File: config.mk
export PLATFORM = sky130hd
export DESIGN_NAME = block_buffer_tag_table_flat
export DESIGN_NICKNAME = d
export VERILOG_FILES = /design/src/rtl/bbtt_pkg.sv /design/src/rtl/bbtt_if.sv /design/src/rtl/bbtt_ctrl.sv /design/src/rtl/bbtt_dp.sv /design/src/rtl/block_buffer_tag_table.sv /design/src/flat_wrapper.sv
export SDC_FILE = /design/constraint.sdc
export NUM_CORES = 2
export LEC_CHECK = 0
export BUFFER_PORTS_ARGS = -buffer_cell sky130_fd_sc_hd__buf_2
export CAP_MARGIN = 25
export CORE_MARGIN = 4
export CORE_UTILIZATION = 55
export CTS_BUF_LIST = sky130_fd_sc_hd__clkbuf_4
export DETAILED_ROUTE_END_ITERATION = 10
export PLACE_DENSITY = 0.76
export SYNTH_ARGS = -nofsm -noshare
export SYNTH_HDL_FRONTEND = slang
export SYNTH_SLANG_ARGS = --single-unit
File: constraint.sdc
create_clock -name i_clk -period 7.57 [get_ports i_clk]
set_input_delay 0.757 -clock i_clk [delete_from_list [all_inputs] [get_ports i_clk]]
set_output_delay 0.757 -clock i_clk [all_outputs]
set_load 0.005 [all_outputs]
File: src/rtl/bbtt_pkg.sv
// shared constants, codes and controller/datapath types of the buffer tag table
// no dependencies
package bbtt_pkg;

    localparam int BUFFER_COUNT_DEF = 32;

    // field widths
    localparam int CMD_W       = 2;
    localparam int DEV_W       = 8;
    localparam int BLK_W       = 32;
    localparam int IDX_FIELD_W = 5;
    localparam int SLOT_W      = 5;
    localparam int STATUS_W    = 3;
    localparam int CNT_W       = 8;

    typedef logic [CMD_W-1:0]       t_cmd;
    typedef logic [DEV_W-1:0]       t_dev;
    typedef logic [BLK_W-1:0]       t_blk;
    typedef logic [IDX_FIELD_W-1:0] t_idx_field;
    typedef logic [SLOT_W-1:0]      t_slot;
    typedef logic [STATUS_W-1:0]    t_status;
    typedef logic [CNT_W-1:0]       t_cnt;

    // request commands
    localparam t_cmd CMD_GET     = 2'd0;
    localparam t_cmd CMD_RELEASE = 2'd1;
    localparam t_cmd CMD_PIN     = 2'd2;
    localparam t_cmd CMD_UNPIN   = 2'd3;

    // result status codes
    localparam t_status ST_HIT     = 3'd0;
    localparam t_status ST_MISS    = 3'd1;
    localparam t_status ST_NOFREE  = 3'd2;
    localparam t_status ST_UPDATED = 3'd3;
    localparam t_status ST_ERROR   = 3'd4;

    localparam t_cnt COUNT_MAX = 8'hFF;

    // controller to datapath commands
    typedef struct packed {
        logic load;     // capture the accepted request
        logic scan;     // issue the next slot read of a lookup scan
        logic wb_get;   // resolve a get, update the table, load the result
        logic wb_upd;   // resolve a count update, load the result
    } t_dp_cmd;

    // datapath to controller status
    typedef struct packed {
        logic scan_last;  // the scan read now issued is for the last slot
    } t_dp_sts;

endpackage

File: src/rtl/bbtt_if.sv
// valid/ready channel interfaces for requests and results of the buffer tag table
// depends on bbtt_pkg
interface bbtt_req_if;
    logic                  valid;
    logic                  ready;
    bbtt_pkg::t_cmd        command;
    bbtt_pkg::t_dev        device;
    bbtt_pkg::t_blk        block_number;
    bbtt_pkg::t_idx_field  buffer_index;

    modport source (output valid, output command, output device, output block_number,
                    output buffer_index, input ready);
    modport sink   (input valid, input command, input device, input block_number,
                    input buffer_index, output ready);
endinterface

interface bbtt_rsp_if;
    logic                valid;
    logic                ready;
    bbtt_pkg::t_slot     slot;
    bbtt_pkg::t_status   status;
    logic                needs_disk_read;
    bbtt_pkg::t_cnt      reference_count;

    modport source (output valid, output slot, output status, output needs_disk_read,
                    output reference_count, input ready);
    modport sink   (input valid, input slot, input status, input needs_disk_read,
                    input reference_count, output ready);
endinterface

File: src/rtl/bbtt_ctrl.sv
// controller state machine of the buffer tag table: sequences scan and write-back
// depends on bbtt_pkg
module bbtt_ctrl (
    input  logic              i_clk,
    input  logic              i_rst_n,
    input  logic              i_in_valid,
    input  bbtt_pkg::t_cmd    i_command,
    output logic              o_in_ready,
    input  logic              i_out_ready,
    output logic              o_out_valid,
    output bbtt_pkg::t_dp_cmd o_dp_cmd,
    input  bbtt_pkg::t_dp_sts i_dp_sts
);

    localparam logic [2:0] S_IDLE  = 3'd0;
    localparam logic [2:0] S_SCAN  = 3'd1;
    localparam logic [2:0] S_DRAIN = 3'd2;
    localparam logic [2:0] S_GWB   = 3'd3;
    localparam logic [2:0] S_RD    = 3'd4;
    localparam logic [2:0] S_UWB   = 3'd5;

    logic [2:0]        r_state;
    logic [2:0]        n_state;
    logic              r_out_vld;
    logic              n_out_vld;
    logic              out_free;
    bbtt_pkg::t_dp_cmd dp_cmd;

    assign out_free = !r_out_vld || i_out_ready;

    // next state and datapath commands
    always_comb begin
        n_state = r_state;
        dp_cmd  = '0;
        unique case (r_state)
            S_IDLE: begin
                if (i_in_valid) begin
                    dp_cmd.load = 1'b1;
                    n_state = (i_command == bbtt_pkg::CMD_GET) ? S_SCAN : S_RD;
                end
            end
            S_SCAN: begin
                dp_cmd.scan = 1'b1;
                if (i_dp_sts.scan_last) begin
                    n_state = S_DRAIN;
                end
            end
            S_DRAIN: begin
                n_state = S_GWB;
            end
            S_GWB: begin
                if (out_free) begin
                    dp_cmd.wb_get = 1'b1;
                    n_state = S_IDLE;
                end
            end
            S_RD: begin
                n_state = S_UWB;
            end
            S_UWB: begin
                if (out_free) begin
                    dp_cmd.wb_upd = 1'b1;
                    n_state = S_IDLE;
                end
            end
            default: begin
                n_state = S_IDLE;
            end
        endcase
    end

    // result valid flag of the output register
    assign n_out_vld = (r_out_vld && !i_out_ready) || dp_cmd.wb_get || dp_cmd.wb_upd;

    always_ff @(posedge i_clk) begin
        if (!i_rst_n) begin
            r_state   <= S_IDLE;
            r_out_vld <= 1'b0;
        end else begin
            r_state   <= n_state;
            r_out_vld <= n_out_vld;
        end
    end

    assign o_in_ready  = (r_state == S_IDLE);
    assign o_out_valid = r_out_vld;
    assign o_dp_cmd    = dp_cmd;

endmodule

File: src/rtl/bbtt_dp.sv
// datapath of the buffer tag table: tag and count memories, slot flags,
// scan bookkeeping, victim pointer and the result register; depends on bbtt_pkg
module bbtt_dp #(
    parameter int BUFFER_COUNT = bbtt_pkg::BUFFER_COUNT_DEF
) (
    input  logic                 i_clk,
    input  logic                 i_rst_n,
    input  bbtt_pkg::t_dp_cmd    i_dp_cmd,
    output bbtt_pkg::t_dp_sts    o_dp_sts,
    input  bbtt_pkg::t_cmd       i_command,
    input  bbtt_pkg::t_dev       i_device,
    input  bbtt_pkg::t_blk       i_block_number,
    input  bbtt_pkg::t_idx_field i_buffer_index,
    output bbtt_pkg::t_slot      o_slot,
    output bbtt_pkg::t_status    o_status,
    output logic                 o_needs_disk_read,
    output bbtt_pkg::t_cnt       o_reference_count
);

    localparam int IDX_W = $clog2(BUFFER_COUNT);
    localparam int CMP_W = (IDX_W + 1 > bbtt_pkg::IDX_FIELD_W) ? IDX_W + 1
                                                               : bbtt_pkg::IDX_FIELD_W;
    localparam int TAG_W = bbtt_pkg::DEV_W + bbtt_pkg::BLK_W;
    localparam logic [IDX_W-1:0] LAST_IDX = IDX_W'(BUFFER_COUNT - 1);

    // captured request
    bbtt_pkg::t_cmd       r_cmd;
    bbtt_pkg::t_dev       r_dev;
    bbtt_pkg::t_blk       r_blk;
    bbtt_pkg::t_idx_field r_idx;

    // table storage
    logic [TAG_W-1:0]     mem_tag [BUFFER_COUNT];
    bbtt_pkg::t_cnt       mem_cnt [BUFFER_COUNT];
    logic [BUFFER_COUNT-1:0] r_present;
    logic [BUFFER_COUNT-1:0] r_dvalid;
    logic [BUFFER_COUNT-1:0] r_live;
    logic [IDX_W-1:0]     r_vp;

    // read pipeline
    logic [IDX_W-1:0]     r_scan;
    logic [IDX_W-1:0]     rd_addr;
    logic [TAG_W-1:0]     r_tag_q;
    bbtt_pkg::t_cnt       r_cnt_raw_q;
    logic                 r_live_q;
    logic                 r_pres_q;
    logic                 r_dv_q;
    logic [IDX_W-1:0]     r_eval_idx;
    logic                 r_eval_vld;
    bbtt_pkg::t_cnt       cnt_q;

    // scan results
    logic                 r_hit_found;
    logic [IDX_W-1:0]     r_hit_idx;
    bbtt_pkg::t_cnt       r_hit_cnt;
    logic                 r_hit_dv;
    logic                 r_fhi_found;
    logic [IDX_W-1:0]     r_fhi_idx;
    logic                 r_flo_found;
    logic [IDX_W-1:0]     r_flo_idx;
    logic                 eval_match;
    logic                 eval_free;

    // write-back
    logic                 idx_ok;
    logic [IDX_W-1:0]     idx_cur;
    logic [IDX_W-1:0]     free_sel;
    logic                 free_any;
    logic [IDX_W-1:0]     waddr;
    logic                 cnt_we;
    bbtt_pkg::t_cnt       cnt_wdata;
    logic                 tag_we;
    logic                 set_dv;
    logic                 vp_we;
    bbtt_pkg::t_slot      res_slot;
    bbtt_pkg::t_status    res_status;
    logic                 res_rd;
    bbtt_pkg::t_cnt       res_cnt;

    // result register
    bbtt_pkg::t_slot      r_slot;
    bbtt_pkg::t_status    r_status;
    logic                 r_rd;
    bbtt_pkg::t_cnt       r_cnt;

    // request capture
    always_ff @(posedge i_clk) begin
        if (i_dp_cmd.load) begin
            r_cmd <= i_command;
            r_dev <= i_device;
            r_blk <= i_block_number;
            r_idx <= i_buffer_index;
        end
    end

    // scan counter
    always_ff @(posedge i_clk) begin
        if (!i_rst_n) begin
            r_scan <= '0;
        end else if (i_dp_cmd.load) begin
            r_scan <= '0;
        end else if (i_dp_cmd.scan) begin
            r_scan <= r_scan + 1'b1;
        end
    end

    assign o_dp_sts.scan_last = (r_scan == LAST_IDX);
    assign idx_cur = IDX_W'(r_idx);
    assign idx_ok  = CMP_W'(r_idx) < CMP_W'(BUFFER_COUNT);
    assign rd_addr = i_dp_cmd.scan ? r_scan : idx_cur;

    // registered memory and flag reads, one slot a cycle
    always_ff @(posedge i_clk) begin
        r_tag_q     <= mem_tag[rd_addr];
        r_cnt_raw_q <= mem_cnt[rd_addr];
        r_live_q    <= r_live[rd_addr];
        r_pres_q    <= r_present[rd_addr];
        r_dv_q      <= r_dvalid[rd_addr];
        r_eval_idx  <= rd_addr;
    end

    always_ff @(posedge i_clk) begin
        if (!i_rst_n) begin
            r_eval_vld <= 1'b0;
        end else begin
            r_eval_vld <= i_dp_cmd.scan;
        end
    end

    // a count never written reads as zero
    assign cnt_q      = r_live_q ? r_cnt_raw_q : '0;
    assign eval_match = r_pres_q && (r_tag_q == {r_dev, r_blk});
    assign eval_free  = (cnt_q == '0);

    // lowest matching slot, first free slot at or after the victim pointer,
    // first free slot below it
    always_ff @(posedge i_clk) begin
        if (!i_rst_n) begin
            r_hit_found <= 1'b0;
            r_fhi_found <= 1'b0;
            r_flo_found <= 1'b0;
        end else if (i_dp_cmd.load) begin
            r_hit_found <= 1'b0;
            r_fhi_found <= 1'b0;
            r_flo_found <= 1'b0;
        end else if (r_eval_vld) begin
            if (eval_match && !r_hit_found) begin
                r_hit_found <= 1'b1;
            end
            if (eval_free && !r_fhi_found && (r_eval_idx >= r_vp)) begin
                r_fhi_found <= 1'b1;
            end
            if (eval_free && !r_flo_found && (r_eval_idx < r_vp)) begin
                r_flo_found <= 1'b1;
            end
        end
    end

    always_ff @(posedge i_clk) begin
        if (r_eval_vld) begin
            if (eval_match && !r_hit_found) begin
                r_hit_idx <= r_eval_idx;
                r_hit_cnt <= cnt_q;
                r_hit_dv  <= r_dv_q;
            end
            if (eval_free && !r_fhi_found && (r_eval_idx >= r_vp)) begin
                r_fhi_idx <= r_eval_idx;
            end
            if (eval_free && !r_flo_found && (r_eval_idx < r_vp)) begin
                r_flo_idx <= r_eval_idx;
            end
        end
    end

    assign free_any = r_fhi_found || r_flo_found;
    assign free_sel = r_fhi_found ? r_fhi_idx : r_flo_idx;

    // resolve the request and form the table update and result
    always_comb begin
        waddr      = r_hit_idx;
        cnt_we     = 1'b0;
        cnt_wdata  = '0;
        tag_we     = 1'b0;
        set_dv     = 1'b0;
        vp_we      = 1'b0;
        res_slot   = '0;
        res_status = bbtt_pkg::ST_NOFREE;
        res_rd     = 1'b0;
        res_cnt    = '0;
        if (i_dp_cmd.wb_get) begin
            if (r_hit_found) begin
                res_slot = bbtt_pkg::SLOT_W'(r_hit_idx);
                if (r_hit_cnt == bbtt_pkg::COUNT_MAX) begin
                    res_status = bbtt_pkg::ST_ERROR;
                    res_cnt    = r_hit_cnt;
                end else begin
                    cnt_we     = 1'b1;
                    cnt_wdata  = r_hit_cnt + 1'b1;
                    set_dv     = 1'b1;
                    res_status = bbtt_pkg::ST_HIT;
                    res_rd     = !r_hit_dv;
                    res_cnt    = cnt_wdata;
                end
            end else if (free_any) begin
                waddr      = free_sel;
                tag_we     = 1'b1;
                cnt_we     = 1'b1;
                cnt_wdata  = bbtt_pkg::CNT_W'(1);
                set_dv     = 1'b1;
                vp_we      = 1'b1;
                res_slot   = bbtt_pkg::SLOT_W'(free_sel);
                res_status = bbtt_pkg::ST_MISS;
                res_rd     = 1'b1;
                res_cnt    = bbtt_pkg::CNT_W'(1);
            end
        end else if (i_dp_cmd.wb_upd) begin
            waddr    = idx_cur;
            res_slot = bbtt_pkg::SLOT_W'(r_idx);
            if (!idx_ok) begin
                res_status = bbtt_pkg::ST_ERROR;
            end else begin
                unique case (r_cmd)
                    bbtt_pkg::CMD_PIN: begin
                        if (cnt_q == bbtt_pkg::COUNT_MAX) begin
                            res_status = bbtt_pkg::ST_ERROR;
                            res_cnt    = cnt_q;
                        end else begin
                            cnt_we     = 1'b1;
                            cnt_wdata  = cnt_q + 1'b1;
                            res_status = bbtt_pkg::ST_UPDATED;
                            res_cnt    = cnt_wdata;
                        end
                    end
                    bbtt_pkg::CMD_RELEASE, bbtt_pkg::CMD_UNPIN: begin
                        if (cnt_q == '0) begin
                            res_status = bbtt_pkg::ST_ERROR;
                        end else begin
                            cnt_we     = 1'b1;
                            cnt_wdata  = cnt_q - 1'b1;
                            res_status = bbtt_pkg::ST_UPDATED;
                            res_cnt    = cnt_wdata;
                        end
                    end
                    default: begin
                        res_status = bbtt_pkg::ST_ERROR;
                    end
                endcase
            end
        end
    end

    // memory writes
    always_ff @(posedge i_clk) begin
        if (tag_we) begin
            mem_tag[waddr] <= {r_dev, r_blk};
        end
        if (cnt_we) begin
            mem_cnt[waddr] <= cnt_wdata;
        end
    end

    // per-slot flags and victim pointer
    always_ff @(posedge i_clk) begin
        if (!i_rst_n) begin
            r_present <= '0;
            r_dvalid  <= '0;
            r_live    <= '0;
            r_vp      <= '0;
        end else begin
            if (cnt_we) begin
                r_live[waddr] <= 1'b1;
            end
            if (tag_we) begin
                r_present[waddr] <= 1'b1;
            end
            if (set_dv) begin
                r_dvalid[waddr] <= 1'b1;
            end
            if (vp_we) begin
                r_vp <= (free_sel == LAST_IDX) ? '0 : free_sel + 1'b1;
            end
        end
    end

    // result register
    always_ff @(posedge i_clk) begin
        if (i_dp_cmd.wb_get || i_dp_cmd.wb_upd) begin
            r_slot   <= res_slot;
            r_status <= res_status;
            r_rd     <= res_rd;
            r_cnt    <= res_cnt;
        end
    end

    assign o_slot            = r_slot;
    assign o_status          = r_status;
    assign o_needs_disk_read = r_rd;
    assign o_reference_count = r_cnt;

endmodule

File: src/rtl/block_buffer_tag_table.sv
// Buffer tag table with reference counts and round-robin replacement.
// Requests arrive on i_req (command, device, block_number, buffer_index) and
// one result per request leaves on o_rsp (slot, status, needs_disk_read,
// reference_count); both channels move a transaction when valid and ready
// are high at a rising edge of i_clk.
// A get scans every slot once, one slot a cycle through the registered read
// port of the tag and count memories, then resolves the request, updates the
// table where needed and loads the result register. Release, pin and unpin
// read only the indexed slot. The next request is taken only after the last
// one is written back, so the slot scan of a get sets the rate.
// Reset (i_rst_n low at a clock edge) clears the tag-present, data-valid and
// count-written flags of all slots and the victim pointer at once; the tag
// and count memories are not swept, so no clearing pass is needed.
// The result register holds one finished transaction. While o_rsp is
// stalled the block still accepts the next request and works it up to its
// table update, where it waits until the result register is free.
// Depends on bbtt_pkg, bbtt_if, bbtt_ctrl and bbtt_dp.
module block_buffer_tag_table #(
    parameter int BUFFER_COUNT = bbtt_pkg::BUFFER_COUNT_DEF
) (
    input  logic       i_clk,
    input  logic       i_rst_n,
    bbtt_req_if.sink   i_req,
    bbtt_rsp_if.source o_rsp
);

    bbtt_pkg::t_dp_cmd dp_cmd;
    bbtt_pkg::t_dp_sts dp_sts;
    logic              in_ready;
    logic              out_valid;

    // controller
    bbtt_ctrl u_bbtt_ctrl (
        .i_clk       (i_clk),
        .i_rst_n     (i_rst_n),
        .i_in_valid  (i_req.valid),
        .i_command   (i_req.command),
        .o_in_ready  (in_ready),
        .i_out_ready (o_rsp.ready),
        .o_out_valid (out_valid),
        .o_dp_cmd    (dp_cmd),
        .i_dp_sts    (dp_sts)
    );

    // datapath
    bbtt_dp #(
        .BUFFER_COUNT (BUFFER_COUNT)
    ) u_bbtt_dp (
        .i_clk             (i_clk),
        .i_rst_n           (i_rst_n),
        .i_dp_cmd          (dp_cmd),
        .o_dp_sts          (dp_sts),
        .i_command         (i_req.command),
        .i_device          (i_req.device),
        .i_block_number    (i_req.block_number),
        .i_buffer_index    (i_req.buffer_index),
        .o_slot            (o_rsp.slot),
        .o_status          (o_rsp.status),
        .o_needs_disk_read (o_rsp.needs_disk_read),
        .o_reference_count (o_rsp.reference_count)
    );

    assign i_req.ready = in_ready;
    assign o_rsp.valid = out_valid;

endmodule

File: src/flat_wrapper.sv
// flat-port wrapper written by rule: the top's interface ports become plain ports
module block_buffer_tag_table_flat 
#(
    parameter int BUFFER_COUNT = bbtt_pkg::BUFFER_COUNT_DEF
)
  (i_clk, i_rst_n, i_req_valid, i_req_command, i_req_device, i_req_block_number, i_req_buffer_index, i_req_ready, o_rsp_valid, o_rsp_slot, o_rsp_status, o_rsp_needs_disk_read, o_rsp_reference_count, o_rsp_ready);
  bbtt_req_if i_req_i ();
  bbtt_rsp_if o_rsp_i ();
  input  logic i_clk;
  input  logic i_rst_n;
  input wire logic [$bits(i_req_i.valid)-1:0] i_req_valid;
  input wire logic [$bits(i_req_i.command)-1:0] i_req_command;
  input wire logic [$bits(i_req_i.device)-1:0] i_req_device;
  input wire logic [$bits(i_req_i.block_number)-1:0] i_req_block_number;
  input wire logic [$bits(i_req_i.buffer_index)-1:0] i_req_buffer_index;
  output wire logic [$bits(i_req_i.ready)-1:0] i_req_ready;
  output wire logic [$bits(o_rsp_i.valid)-1:0] o_rsp_valid;
  output wire logic [$bits(o_rsp_i.slot)-1:0] o_rsp_slot;
  output wire logic [$bits(o_rsp_i.status)-1:0] o_rsp_status;
  output wire logic [$bits(o_rsp_i.needs_disk_read)-1:0] o_rsp_needs_disk_read;
  output wire logic [$bits(o_rsp_i.reference_count)-1:0] o_rsp_reference_count;
  input wire logic [$bits(o_rsp_i.ready)-1:0] o_rsp_ready;
  assign i_req_i.valid = i_req_valid;
  assign i_req_i.command = i_req_command;
  assign i_req_i.device = i_req_device;
  assign i_req_i.block_number = i_req_block_number;
  assign i_req_i.buffer_index = i_req_buffer_index;
  assign i_req_ready = i_req_i.ready;
  assign o_rsp_valid = o_rsp_i.valid;
  assign o_rsp_slot = o_rsp_i.slot;
  assign o_rsp_status = o_rsp_i.status;
  assign o_rsp_needs_disk_read = o_rsp_i.needs_disk_read;
  assign o_rsp_reference_count = o_rsp_i.reference_count;
  assign o_rsp_i.ready = o_rsp_ready;
  block_buffer_tag_table #(.BUFFER_COUNT(BUFFER_COUNT)) u_core (.i_clk(i_clk), .i_rst_n(i_rst_n), .i_req(i_req_i), .o_rsp(o_rsp_i));
endmodule
==> impl_results.md <==
- Final layout net count: 5226
- Worst Setup End Kind: register
- CP max stage delay: roughly 1.1 ns
- Leakage power: 28.80 nW
- Startpoint types: register
- DRT iter0 DRCs: approximately 5900
- Remaining global-route overflow: 0
- Worst Setup Slack, final: 2.485 ns
- Clock sink count: around 1800
- PwrDens: 323.9 mW/mm^2
- Worst Hold Depth: 2
- Final hold vios: 0
- Layout cell share with drive strength beyond 1: 26.50%
- Clock period minus worst slack: slightly above 5 ns
- CTS tree: yes
- Failing checks: design-rule violations
- Place WS: 2.522 ns
- Multi-input gate area: about 0.023 mm^2
- Yosys top cell area share: 64.10%
- Setup TNS: 0 ns
- Unrepaired setup endpoints after global routing: no
- DRC viols: 2
- Synthesized area per cell: 15.98 um^2
- Final setup violating endpoints: 0
- Post-synth EDFFs: 1624
- R2r startpoint: u_core.u_bbtt_ctrl.r_state[2]$_SDFFE_PN0P_
- CTS Buf Count: 453
- Flops & latches, synth: 1794
- Dominant cells by area after synthesis: edfxtp_1 64%, mux4_2 8.9%, mux2i_1 5.0%
- Worst-margin pin slew: 1.142 ns
- Final GP Congestion: 0.8647
- Reg2Reg Setup Slack: 2.48 ns
- Initial antenna violation count: 7
- R2R cell count: 7
- CTS Buffer Depth: 4
- Final Cycle Share: 67.17%
- Yosys warning count: 0
- Core box area: 0.1375 mm^2
- Slowest-stage cell, CP: nor2_4
- Clock transition at path regs: 0.07 ns
- Arr. time, crit path: 6.05 ns
- Sequential fraction of the synthesis area: 68.57%
- WL/cell: 27.75 um
- Largest net degree at the start of global routing: roughly 110
- Switching power: between 8 and 9 mW
- Via count: 47500
- Worst-path cell chain: nor2b_1, and3_1, nor2_2, a21oi_2, nand3_1, nor2_4, buf_4
- Worst Path Class, Setup: register to register
- Library cells used by synthesis: 70
- # H-tree levels: 5
- Vias per Instance: 6.498
- Max-slew violations: 0
- MaxCap Viol Count: 0
- Placed cell count: ~6400
- Mapped Area: ~0.076 mm^2
- Main synth FF type: edfxtp_1
- Layout Cells excl Fill: 7311
- Power, Total: 27.64 mW
- Worst-path maximum fanout: 22
- First-pass GRT wire length: 300.2 mm
- Num ports: 70
- Maximum vdd ir drop: 0.0002945 V
- Filler Cells Inserted: 9857
- Hold WS: between 0.1 and 0.15 ns
- Switching share of power: 32.37%
- Wirelength, routed: 202.9 mm
- Die area: 0.1443 mm^2
- FF-to-FF End: u_core.u_bbtt_dp.mem_tag[23][14]$_DFFE_PP_
- Seq pwr share: 43.0%
- Normalized max-slew margin: a little under a quarter
- P&R area growth vs syn: 12.20%
- Worst endpoint required time: around 8.5 ns
- Worst path top cell family by delay: simple AND/OR/NAND/NOR gates
- Number of global-route vias before repair: 47820
- Die width: around 380 um
- Comb power frac: between 20% and 30%
- Area post-placement: about 0.079 mm^2
- Post-cts sizing count: 0
- Critical Path Start: u_core.u_bbtt_ctrl.r_state[2]$_SDFFE_PN0P_
- Sequential cell area: 0.05218 mm^2
- Count leader, synth: edfxtp_1
- Clock share of power: 29.4%
- Die height: 379.9 um
- Outcome: complete, but fails checks
- Syn Nets: 4827
- Design area: approximately 0.085 mm^2
- Core Util, Final: 62.08%
- Worst min path class: input pin to register
- Pint: 18.70 mW
- Crit path to: u_core.u_bbtt_dp.mem_tag[23][14]$_DFFE_PP_
- CP Buf/Inv Count: 1
- DP HPWL: about 110 mm
- Synth top cells by count: 1624 x edfxtp_1, 495 x nand2_1, 380 x mux2i_1
- Critical Path Stages: 7
- Clock Latency Late Sink: 1.35 ns
- Max Fclk: 196.7 MHz
- Clock root cell: clkbuf_4
- Largest area contributor in the netlist: edfxtp_1
- Synth async-reset ratio: 0%
- Post-route ant nets: 0
- Synth Instances: 4761
- Initial Util: about 55%
- Core Rows: 136
- Port-buffer cells: 69
- Pre-Repair DR Iteration Count: 11
- Clock skew: about 0.10 ns
- Gr usage total: between 20 and 30%
==> worst min-delay path by stage <==
stage | from | end | slack [ns]
after floorplan | u_core.u_bbtt_dp.r_dv_q$_DFF_P_ | u_core.u_bbtt_dp.r_hit_dv$_DFFE_PP_ | 0.39
after global placement | u_core.u_bbtt_dp.r_live[20]$_SDFFE_PN0N_ | u_core.u_bbtt_dp.r_live[20]$_SDFFE_PN0N_ | 0.43
after detailed placement | u_core.u_bbtt_dp.r_live[13]$_SDFFE_PN0N_ | u_core.u_bbtt_dp.r_live[13]$_SDFFE_PN0N_ | 0.44
after CTS | i_req_block_number[6] | u_core.u_bbtt_dp.r_blk[6]$_DFFE_PP_ | 0.002
after global routing | i_req_block_number[6] | u_core.u_bbtt_dp.r_blk[6]$_DFFE_PP_ | 0.03
final | i_req_block_number[3] | u_core.u_bbtt_dp.r_blk[3]$_DFFE_PP_ | 0.13
==> layout make-up <==
type,count,share of cell area [%]
multi-input cells,2618,26.78
well taps,1794,2.630
clock inverters,94,0.4969
diodes,7,0.02052
flip-flops and latches,1794,61.13
repair buffers,269,2.565
clock buffers,711,6.253
inverters,24,0.1319
==> cells by family after synthesis <==
kind of cell    after synthesis  synth area share (%)
flops                      1794                 68.57
simple gates               1052                 6.514
mux                         828                 16.06
compound gates              665                 6.101
buf+inv                     349                 1.842
xor+xnor                     58                0.6677
fa+ha+maj                    15                0.2467
==> what timing repair did <==
item | in CTS | in global routing
buffers inserted | 0 | 0
hold buffers | 58 | 0
hold endpoints to repair | 76 | 0
==> layer usage <==
metal | global-route usage [%] | wire [um]
met1 | 36.24 | 74580
met2 | 43.60 | 96050
met3 | 7.448 | 22460
met4 | 13.53 | 9747
met5 | 0 | 45
==> power groups by stage <==
stage	Clock [mW]	Combinational, mW	Sequential [mW]
6_report	8.13	7.64	11.9
3_5_place_dp	0	7.47	12.1
4_1_cts	8.25	7.51	11.9
3_3_place_gp	0	7.32	12.1
2_1_floorplan	0	4.90	12.2
5_1_grt	8.88	8.07	11.9
==> cell usage in the layout (no fill, tap or decap), types with 46 or more instances in the layout <==
cell,instances
clkbuf_4,711
nor2b_1,106
o21ai_0,93
o22ai_1,55
nor4_1,63
nand2_1,495
a32oi_1,51
mux2_2,149
a22oi_1,50
o31ai_1,53
nand4_1,66
o2111ai_1,46
a21oi_1,85
mux2i_1,380
dlygate4sd3_1,58
clkinv_1,79
edfxtp_1,1624
buf_2,71
nand3_1,127
a211oi_1,103
nor2_1,71
dfxtp_1,168
mux4_2,299
buf_4,127
==> state kept, by name, indices dropped and copies added, names as in the netlist, 5 cells and up <==
name / flops
u_core.u_bbtt_dp.idx_cur: 5
u_core.u_bbtt_dp.mem_cnt: 256
u_core.u_bbtt_dp.mem_tag: 1280
u_core.u_bbtt_dp.o_reference_count: 8
u_core.u_bbtt_dp.o_slot: 5
u_core.u_bbtt_dp.r_blk: 32
u_core.u_bbtt_dp.r_cnt_raw_q: 8
u_core.u_bbtt_dp.r_dev: 8
u_core.u_bbtt_dp.r_dvalid: 32
u_core.u_bbtt_dp.r_eval_idx: 5
u_core.u_bbtt_dp.r_fhi_idx: 5
u_core.u_bbtt_dp.r_flo_idx: 5
u_core.u_bbtt_dp.r_hit_cnt: 8
u_core.u_bbtt_dp.r_hit_idx: 5
u_core.u_bbtt_dp.r_live: 32
u_core.u_bbtt_dp.r_present: 32
u_core.u_bbtt_dp.r_scan: 5
u_core.u_bbtt_dp.r_tag_q: 40
u_core.u_bbtt_dp.r_vp: 5
(Power assumes the default switching activity.)
